`src/hdl/gcode_line_framer_with_resend_macros.svh`:
```
// assertion macros for the gcode line framer
`ifndef GCODE_LINE_FRAMER_WITH_RESEND_MACROS_SVH
`define GCODE_LINE_FRAMER_WITH_RESEND_MACROS_SVH

// implication checked every cycle outside reset
`define GLF_ASSERT_IMP(lbl, ante, cons, msg) \
  lbl: assert property (@(posedge clk) disable iff (!rst_n) (ante) |-> (cons)) \
    else $error(msg);

// implication checked on the following cycle
`define GLF_ASSERT_NEXT(lbl, ante, cons, msg) \
  lbl: assert property (@(posedge clk) disable iff (!rst_n) (ante) |=> (cons)) \
    else $error(msg);

`endif

```
`src/hdl/glf_pkg.sv`:
```
// shared types and constants for the gcode line framer
package glf_pkg;
  localparam int unsigned LineCapacity = 40;
  localparam int unsigned NumberBits   = 31;
  localparam int unsigned LenW         = $clog2(LineCapacity + 1);
  localparam int unsigned AddrW        = $clog2(LineCapacity);

  // decimal conversion: digit width, most digits of a number, digit count width
  localparam int unsigned DigW         = 4;
  localparam int unsigned MaxDigits    = 10;
  localparam int unsigned CntW         = $clog2(MaxDigits + 1);
  // exact v/10 for any 32-bit v: (v * Recip10) >> Recip10Shift
  localparam logic [31:0] Recip10      = 32'hcccc_cccd;
  localparam int unsigned Recip10Shift = 35;

  localparam logic       OP_CHAR   = 1'b0;
  localparam logic       OP_RESEND = 1'b1;
  localparam logic [7:0] CH_N      = 8'h4e;
  localparam logic [7:0] CH_STAR   = 8'h2a;
  localparam logic [7:0] CH_SPACE  = 8'h20;
  localparam logic [7:0] CH_LF     = 8'h0a;
  localparam logic [7:0] CH_ZERO   = 8'h30;
  localparam logic [7:0] BYTE_MASK = 8'hff;

  typedef struct packed {
    logic       operation;
    logic [7:0] char_in;
    logic       line_end;
  } in_item_t;

  typedef struct packed {
    logic [7:0] char_out;
    logic       run_last;
    logic       overflow;
  } out_item_t;

  typedef enum logic [3:0] {
    ST_IDLE, ST_DECODE, ST_PFX_N, ST_PFX_CONV, ST_PFX_DIG, ST_PFX_SP,
    ST_TXT_SP, ST_TXT_CH, ST_RPL_RD, ST_RPL_OUT, ST_SFX_STAR, ST_SFX_CONV,
    ST_SFX_DIG, ST_SFX_LF, ST_DONE
  } state_t;

  // byte selection for the output stage
  typedef enum logic [2:0] {
    SEL_N, SEL_SPACE, SEL_DIGIT, SEL_CHAR, SEL_STORE, SEL_STAR, SEL_LF
  } sel_t;

  typedef struct packed {
    logic       latch_in;
    logic       new_line;
    logic       conv_start;
    logic       conv_cs;
    logic       conv_step;
    logic       digit_pop;
    logic       emit;
    sel_t       sel;
    logic       fold;
    logic       store_wr;
    logic       rd_start;
    logic       rd_next;
    logic       set_ovf;
    logic       clr_space;
    logic       set_space;
    logic       close_line;
    logic       last;
  } cmd_t;

  typedef struct packed {
    in_item_t item;
    logic     is_space;
    logic     prefix_sent;
    logic     space_pending;
    logic     overflowed;
    logic     fits;
    logic     len_zero;
    logic     conv_done;
    logic     digits_left;
    logic     rd_more;
    logic     out_busy;
  } stat_t;

  function automatic logic is_ws(input logic [7:0] c);
    return (c == CH_SPACE) || (c >= 8'd9 && c <= 8'd13);
  endfunction
endpackage

```
`src/hdl/glf_ctrl.sv`:
```
// controller state machine for the gcode line framer
module glf_ctrl (
  input  logic             clk,
  input  logic             rst_n,
  input  logic             in_valid,
  output logic             in_ready,
  input  glf_pkg::stat_t   st,
  output glf_pkg::cmd_t    cmd
);
  import glf_pkg::*;

  state_t state_r, state_nxt;

  always_ff @(posedge clk) begin
    if (!rst_n) state_r <= ST_IDLE;
    else        state_r <= state_nxt;
  end

  always_comb begin
    state_nxt = state_r;
    cmd       = '0;
    cmd.sel   = SEL_N;
    in_ready  = 1'b0;
    case (state_r)
      ST_IDLE: begin
        in_ready = 1'b1;
        if (in_valid) begin
          cmd.latch_in = 1'b1;
          state_nxt    = ST_DECODE;
        end
      end
      ST_DECODE: begin
        if (st.item.operation == OP_RESEND) begin
          if (st.prefix_sent) state_nxt = ST_IDLE;
          else                state_nxt = ST_PFX_N;
        end else if (!st.prefix_sent) begin
          cmd.new_line = 1'b1;
          state_nxt    = ST_PFX_N;
        end else if (st.is_space) begin
          if (!st.len_zero) cmd.set_space = 1'b1;
          state_nxt = ST_TXT_SP;
        end else begin
          state_nxt = ST_TXT_SP;
        end
      end
      ST_PFX_N: if (!st.out_busy) begin
        cmd.emit = 1'b1; cmd.sel = SEL_N; cmd.fold = 1'b1;
        cmd.conv_start = 1'b1;
        state_nxt = ST_PFX_CONV;
      end
      ST_PFX_CONV: begin
        cmd.conv_step = 1'b1;
        if (st.conv_done) state_nxt = ST_PFX_DIG;
      end
      ST_PFX_DIG: if (!st.out_busy) begin
        cmd.emit = 1'b1; cmd.sel = SEL_DIGIT; cmd.fold = 1'b1; cmd.digit_pop = 1'b1;
        if (!st.digits_left) state_nxt = ST_PFX_SP;
      end
      ST_PFX_SP: if (!st.out_busy) begin
        cmd.emit = 1'b1; cmd.sel = SEL_SPACE; cmd.fold = 1'b1;
        if (st.item.operation == OP_RESEND) begin
          cmd.rd_start = 1'b1;
          state_nxt = ST_RPL_RD;
        end else begin
          // leading whitespace on a line that stays open ends the request here
          cmd.last  = st.is_space && !st.item.line_end;
          state_nxt = ST_TXT_SP;
        end
      end
      // text path: possibly a pending space then the character
      ST_TXT_SP: begin
        if (st.is_space || st.overflowed) begin
          state_nxt = st.item.line_end ? ST_SFX_STAR : ST_DONE;
        end else if (!st.fits) begin
          cmd.set_ovf = 1'b1;
          state_nxt = st.item.line_end ? ST_SFX_STAR : ST_DONE;
        end else if (st.space_pending) begin
          if (!st.out_busy) begin
            cmd.emit = 1'b1; cmd.sel = SEL_SPACE; cmd.fold = 1'b1;
            cmd.store_wr = 1'b1; cmd.clr_space = 1'b1;
            state_nxt = ST_TXT_CH;
          end
        end else begin
          state_nxt = ST_TXT_CH;
        end
      end
      ST_TXT_CH: if (!st.out_busy) begin
        cmd.emit = 1'b1; cmd.sel = SEL_CHAR; cmd.fold = 1'b1; cmd.store_wr = 1'b1;
        cmd.last = !st.item.line_end;
        state_nxt = st.item.line_end ? ST_SFX_STAR : ST_IDLE;
      end
      ST_RPL_RD: begin
        state_nxt = st.rd_more ? ST_RPL_OUT : ST_SFX_STAR;
      end
      ST_RPL_OUT: if (!st.out_busy) begin
        cmd.emit = 1'b1; cmd.sel = SEL_STORE; cmd.fold = 1'b1; cmd.rd_next = 1'b1;
        state_nxt = ST_RPL_RD;
      end
      ST_SFX_STAR: if (!st.out_busy) begin
        cmd.emit = 1'b1; cmd.sel = SEL_STAR;
        cmd.conv_start = 1'b1; cmd.conv_cs = 1'b1;
        state_nxt = ST_SFX_CONV;
      end
      ST_SFX_CONV: begin
        cmd.conv_step = 1'b1;
        if (st.conv_done) state_nxt = ST_SFX_DIG;
      end
      ST_SFX_DIG: if (!st.out_busy) begin
        cmd.emit = 1'b1; cmd.sel = SEL_DIGIT; cmd.digit_pop = 1'b1;
        if (!st.digits_left) state_nxt = ST_SFX_LF;
      end
      ST_SFX_LF: if (!st.out_busy) begin
        cmd.emit = 1'b1; cmd.sel = SEL_LF; cmd.last = 1'b1;
        if (st.item.operation == OP_CHAR) cmd.close_line = 1'b1;
        state_nxt = ST_IDLE;
      end
      // item ended without a closing byte
      ST_DONE: begin
        state_nxt = ST_IDLE;
      end
      default: state_nxt = ST_IDLE;
    endcase
  end

  `include "gcode_line_framer_with_resend_macros.svh"
  `GLF_ASSERT_IMP(a_ready_idle, in_ready, state_r == ST_IDLE, "ready outside idle")
  `GLF_ASSERT_IMP(a_emit_ready, cmd.emit, !st.out_busy, "emit into a full output")
  `GLF_ASSERT_NEXT(a_latch_decode, cmd.latch_in, state_r == ST_DECODE, "no decode after accept")
endmodule

```
`config.mk`:
```
export PLATFORM = sky130hd
export DESIGN_NAME = glf_ctrl
export DESIGN_NICKNAME = d
export VERILOG_FILES = /design/src/hdl/glf_pkg.sv /design/src/hdl/glf_ctrl.sv
export VERILOG_INCLUDE_DIRS = /design/src /design/src/hdl
export SDC_FILE = /design/constraint.sdc
export NUM_CORES = 1
export LEC_CHECK = 0
export BUFFER_PORTS_ARGS = -buffer_cell sky130_fd_sc_hd__buf_2
export CORE_UTILIZATION = 40
export DETAILED_ROUTE_END_ITERATION = 16
export PLACE_DENSITY_LB_ADDON = 0.2
export SYNTH_ARGS = -nofsm -noshare
export SYNTH_HDL_FRONTEND = slang
export SYNTH_SLANG_ARGS = --single-unit
export TNS_END_PERCENT = 100
```
`constraint.sdc`:
```
create_clock -name clk -period 1.7 [get_ports clk]
set_input_delay 0.085 -clock clk [delete_from_list [all_inputs] [get_ports clk]]
set_output_delay 0.085 -clock clk [all_outputs]
set_load 0.005 [all_outputs]
```
==> run_results.csv, run 1 <==
group,metric,value,unit
status,outcome,"complete, no violations",
clocking,htreeDepth,1,
layout,layout-drive-gt1-share,0.3611,
yosys,synth_ff_type,"dfxtp_1",
routing,vias,902,
routing,viasPerCell,5.673,
setup_path,cp.depth,6,
timing,finalClockSkew,0.003433,ns
timing,setup_violations,0,
worst_hold_path,holdPathStages,3,
yosys,seq_area_frac_synth,0.1265,
layout,top_register,"state_r",
timing,rsz0062_at_grt,"false",
setup_path,crit_path_frequent_cell,"buf_4",
setup_path,cp_data_arrival_time,1.48,ns
clocking,path_clk_slew,0.04,ns
timing,slew_headroom,0.7942,
layout,register_area,82.58,sq um
layout,final_nets,169,
floorplanning,start_util,0.4579,
worst_hold_path,hold_class,"in2reg",
power,ir_worst_vdd,0.5097,mV
timing,finalMaxSlewViolations,0,
placed_design,place.port_buffers,34,
setup_path,start_kind,"flop",
yosys,synth_edf_count,0,
setup_path,cp_num_buf_inv,3,
yosys,postSynthAreaPerCell,6.030,sq um
setup_path,path_class,"reg2out",
setup_path,critPathRequiredTime,1.62,ns
floorplanning,die-width,41.79,microns
timing,whs,0.1415,ns
routing,drc,0,
floorplanning,fp.coreArea,0.001383,sq mm
floorplanning,io_pins,43,
floorplanning,num_rows,13,
yosys,async_flop_share,0,
layout,largest_reg_flops,4,
global_route,first_global_vias,722,
run,max_cap_violations,0,
global_route,gr-total-overflow,0,
layout,multi_input_comb_area,495.5,sq um
timing,fin_tns_setup,0,ns
clocking,cts_root_buf,"clkbuf_4",
clocking,cts_buffers,3,
clocking,cts_buffer_depth,2,
routing,drt_pass1_iterations,4,
yosys,synthCells,105,
setup_path,path_cells,"buf_4 -> nor2b_1 -> buf_4 -> nand2_1 -> nor3_1 -> buf_2",
yosys,yosysWarnings,0,
setup_path,end_kind,"output port",
yosys,yosys_register_bits,4,
placed_design,dp.final_hpwl,1467,microns
setup_path,cp_max_fo,10,
floorplanning,die_h,41.79,microns
yosys,netlist_area,633.1,sq um
placed_design,place_congestion,0.8408,
global_route,grt_pass1_wl,3243,microns
power,power.density,1437,mW/mm^2
layout,fillers,133,
layout,n_antenna_cell,0,
timing,max_freq,640.8,MHz
timing,hold_viol,0,
floorplanning,die_area,0.001746,sq mm
clocking,clock_sinks,4,
global_route,grt_usage,0.2263,
layout,post-route-util,0.6416,
layout,fin_cells,159,
global_route,antenna_found_initial,0,
global_route,grt_max_degree,15,
timing,finalCriticalPeriod,1.561,ns
clocking,hold_buffers,0,
timing,fin_crit_sh,0.9180,
clocking,clk_latency,0.23,ns
power,p_leak,0.4333,nW
layout,area_growth,40.12,%
routing,wl_per_cell,12.11,microns
yosys,syn_nets,128,
placed_design,dp.cells,155,
routing,dr.first_iter.drc_count,24,
routing,wl,1926,microns
routing,ant_nets,0,
setup_path,r2r_cells,5,
clocking,tritoncts,"yes",
yosys,synthDistinctLibCells,36,
setup_path,critPathMaxStageDelay,0.35,ns
setup_path,slowest_stage,"dfxtp_1",
setup_path,crit_family,"buffers and inverters",
layout,top_regs,"state_r (4)",
timing,worstMarginPinSlew,0.3009,ns
==> cell type report <==
| cell class | count | area share |
|---|---|---|
| inverter | 6 | 0.02539 |
| clock buffer | 3 | 0.02539 |
| multi-input combinational | 87 | 0.5585 |
| timing repair buffer | 44 | 0.2764 |
| tap | 15 | 0.02116 |
| sequential | 4 | 0.09309 |
==> what timing repair did <==
item | in CTS | in global routing
setup endpoints to repair | 0 | 8
gates resized for setup | 0 | 3
setup buffers | 0 | 1
==> power breakdown <==
part / internal, mW / total [mW] / switching [mW]
registers: 0.139 / 0.207 / 0.0675
logic: 0.435 / 0.954 / 0.518
clock network: 0.0787 / 0.114 / 0.0351
==> stage by stage <==
step,power [mW],instance area [sq um],setup WS [ns]
after floorplan,0.8233,633.1,0.2789
after global placement,1.106,852.1,0.1505
after detailed placement,1.119,852.1,0.1175
after CTS,1.241,874.6,0.06216
after global routing,1.419,887.1,0.01154
final,1.274,887.1,0.1393
==> cell usage after synthesis, drive strengths merged (2+ instances only) <==
master / instances / area [sq um]
nor2: 13 / 48.80
nor4: 3 / 18.77
nand2: 12 / 45.04
nor3: 6 / 30.03
dfxtp: 4 / 80.08
o21ai: 8 / 43.79
buf: 4 / 22.52
nand2b: 5 / 31.28
a311oi: 2 / 17.52
and2: 2 / 12.51
a31oi: 3 / 18.77
inv: 6 / 22.52
clkbuf: 4 / 15.01
nand3: 2 / 10.01
and3: 2 / 12.51
nor2b: 2 / 12.51
a21oi: 11 / 55.05
==> logic make-up after synthesis <==
family | share of synthesized area
AND/OR/NAND/NOR | 0.4032
AO/OA/AOI/OAI | 0.3459
buffers and inverters | 0.09485
flip-flops | 0.1265
XOR/XNOR | 0.01384
multiplexers | 0.01581
==> final timing paths <==
check                           startpoint  slack (ns)          to
worst max-delay path            state_r[3]        0.14      cmd[4]
worst min-delay path                 rst_n        0.14  state_r[0]
worst max register to register  state_r[1]        0.16  state_r[3]
worst min register to register  state_r[0]        0.68  state_r[0]
==> layer usage <==
layer	track usage	vias to the layer above	wire, microns
met5	0	-	0
li1	-	458	-
met4	0	0	2
met2	0.3625	35	915
met3	0.05652	2	102
met1	0.3238	407	905
==> worst min-delay path: cells and delay by family <==
kind                   cells  cell delay, ns
muxes                      1            0.06
and+or+nand+nor            1            0.06
buffers and inverters      1            0.12
==> cell usage in the layout (no fill, tap or decap), types with 2 or more instances in the layout <==
cell and n:
inv_1 5, nor2b_1 2, nand3_1 2, buf_2 34, nor2_1 13, a21oi_1 11, dfxtp_2 2, a31oi_1 3
and2_1 2, nor4_1 3, nand2_1 11, and3_1 2, o21ai_0 7, a311oi_1 2, dfxtp_1 2, buf_4 10
clkbuf_4 3, nand2b_1 5, nor3_1 6
No activity file was read; power rests on OpenSTA's default activity.
==> run 2: changes to the inputs <==
CTS_BUF_LIST = sky130_fd_sc_hd__clkbuf_16   (was not set)
HOLD_SLACK_MARGIN = 0.12   (was not set)
==> run 2 against run 1 <==
  * Clock skew shrank 0.00082 ns
  * Register-to-register slack better by 0.02 ns
  * Combinational power fell by 2%
  * Fmax increased by 0.49%
  * Clock power rose to 3.1 times the previous value
  * Wire length about the same
  * Critical path type unchanged
==> run_results.csv, run 2 (synthesis gave the netlist of run 1 again) <==
group,metric,value,unit
status,outcome,"complete, no violations",
placed_design,place.port_buffers,34,
global_route,grt_max_degree,15,
floorplanning,die-width,41.79,microns
routing,viasPerCell,5.797,
layout,largest_reg_flops,4,
global_route,grt_pass1_wl,3263,microns
setup_path,r2r_cells,5,
setup_path,cp_max_fo,10,
floorplanning,num_rows,13,
global_route,grt_usage,0.2335,
floorplanning,io_pins,43,
setup_path,r2r_end,"state_r[0]",
timing,fin_crit_sh,0.9136,
timing,fin_tns_setup,0,ns
global_route,gr-total-overflow,0,
clocking,path_clk_slew,0.03,ns
clocking,htreeDepth,1,
setup_path,r2r-start,"state_r[0]",
setup_path,end_kind,"output port",
setup_path,path_class,"reg2out",
clocking,hold_buffers,0,
timing,slew_headroom,0.7929,
layout,n_antenna_cell,0,
placed_design,dp.cells,155,
clocking,cts_buffers,3,
layout,layout_commonest_cell,"buf_2",
placed_design,place_congestion,0.8408,
timing,hold_viol,0,
timing,finalMaxSlewViolations,0,
routing,wl,1925,microns
floorplanning,fp.coreArea,0.001383,sq mm
global_route,grt_most_used_layer,"met2",
routing,ant_nets,0,
layout,top_register,"state_r",
timing,rsz0062_at_grt,"false",
floorplanning,die_area,0.001746,sq mm
power,p_leak,0.4522,nW
routing,wl_per_cell,12.18,microns
clocking,cts_root_buf,"clkbuf_16",
layout,layout-drive-gt1-share,0.3566,
power,power.density,1615,mW/mm^2
global_route,grt_use_met3,0.08261,
placed_design,dp.final_hpwl,1467,microns
clocking,cts-resized-gates,0,
floorplanning,start_util,0.4579,
setup_path,cp_data_arrival_time,1.47,ns
timing,setup_violations,0,
routing,dr.first_iter.drc_count,33,
setup_path,critPathRequiredTime,1.62,ns
routing,drc,0,
run,max_cap_violations,0,
routing,drt_pass1_iterations,4,
global_route,use_met1,0.3159,
global_route,antenna_found_initial,0,
timing,finalClockSkew,0.002613,ns
global_route,first_global_vias,745,
layout,area_growth,47.23,%
clocking,post_cts_buffers,0,
clocking,clock_sinks,4,
layout,fin_cells,158,
layout,mostFrequentLayoutCells,"buf_2, nor2_1, a21oi_1, nand2_1, buf_4",
clocking,cts_buffer_depth,2,
clocking,clk_latency,0.22,ns
layout,final_nets,168,
setup_path,startpoint,"state_r[3]",
power,ir_worst_vdd,0.7083,mV
setup_path,start_kind,"flop",
setup_path,critPathCapture,"cmd[4]",
layout,top_regs,"state_r (4)",
worst_hold_path,hold_class,"in2reg",
timing,worstMarginPinSlew,0.3028,ns
floorplanning,die_h,41.79,microns
setup_path,timing.reg2reg.setup_slack,0.18,ns
clocking,tritoncts,"yes",
routing,vias,916,
timing,finalCriticalPeriod,1.553,ns
global_route,met2_usage,0.3688,
timing,max_freq,643.9,MHz
[run 2: metrics by stage]
| stage | cell area, sq um | setup slack [ns] | util | hold slack [ns] | total power [mW] |
|---|---|---|---|---|---|
| final | 932.1 | 0.1469 | 0.6742 | 0.1560 | 1.505 |
| after global routing | 932.1 | 0.02664 | 0.6742 | 0.1539 | 1.648 |
| after CTS | 927.1 | 0.07640 | 0.6706 | 0.1569 | 1.490 |
| after detailed placement | 852.1 | 0.1175 | 0.6163 | 0.3869 | 1.119 |
| after global placement | 852.1 | 0.1505 | 0.6163 | 0.3765 | 1.106 |
| after floorplan | 633.1 | 0.2789 | - | 0.2011 | 0.8233 |
[run 2: routing by layer]
| metal | up-vias | wire (microns) |
|---|---|---|
| met3 | 2 | 135 |
| met2 | 40 | 920 |
| met5 | - | 0 |
| met4 | 0 | 2 |
| li1 | 461 | - |
| met1 | 413 | 867 |
[run 2: layout make-up]
type,count,area (sq um)
fillers,122,450.4
repair buffers,43,237.7
well taps,15,18.77
inverters,6,22.52
multi-input cells,87,495.5
flip-flops and latches,4,82.58
clock buffers,3,75.07
[run 2: how the worst min path moves through the flow]
| stage | start | to | slack [ns] | cells past startpoint |
|---|---|---|---|---|
| after floorplan | st[8] | cmd[17] | 0.20 | 1 |
| after global placement | rst_n | state_r[0] | 0.38 | 3 |
| after detailed placement | rst_n | state_r[0] | 0.39 | 3 |
| after CTS | rst_n | state_r[0] | 0.16 | 3 |
| after global routing | rst_n | state_r[0] | 0.15 | 3 |
| final | rst_n | state_r[0] | 0.16 | 3 |
[run 2: worst max-delay path: stages, from the launching register on]
cell and delay, ns:
dfxtp_1 0.35, buf_4 0.19, nor2b_1 0.23, buf_4 0.17, nand2_1 0.05, nor3_1 0.11
buf_2 0.13
[run 2: where the power goes]
| part | switching (mW) | internal (mW) |
|---|---|---|
| sequential | 0.0685 | 0.140 |
| clock | 0.0591 | 0.300 |
| combinational | 0.515 | 0.423 |
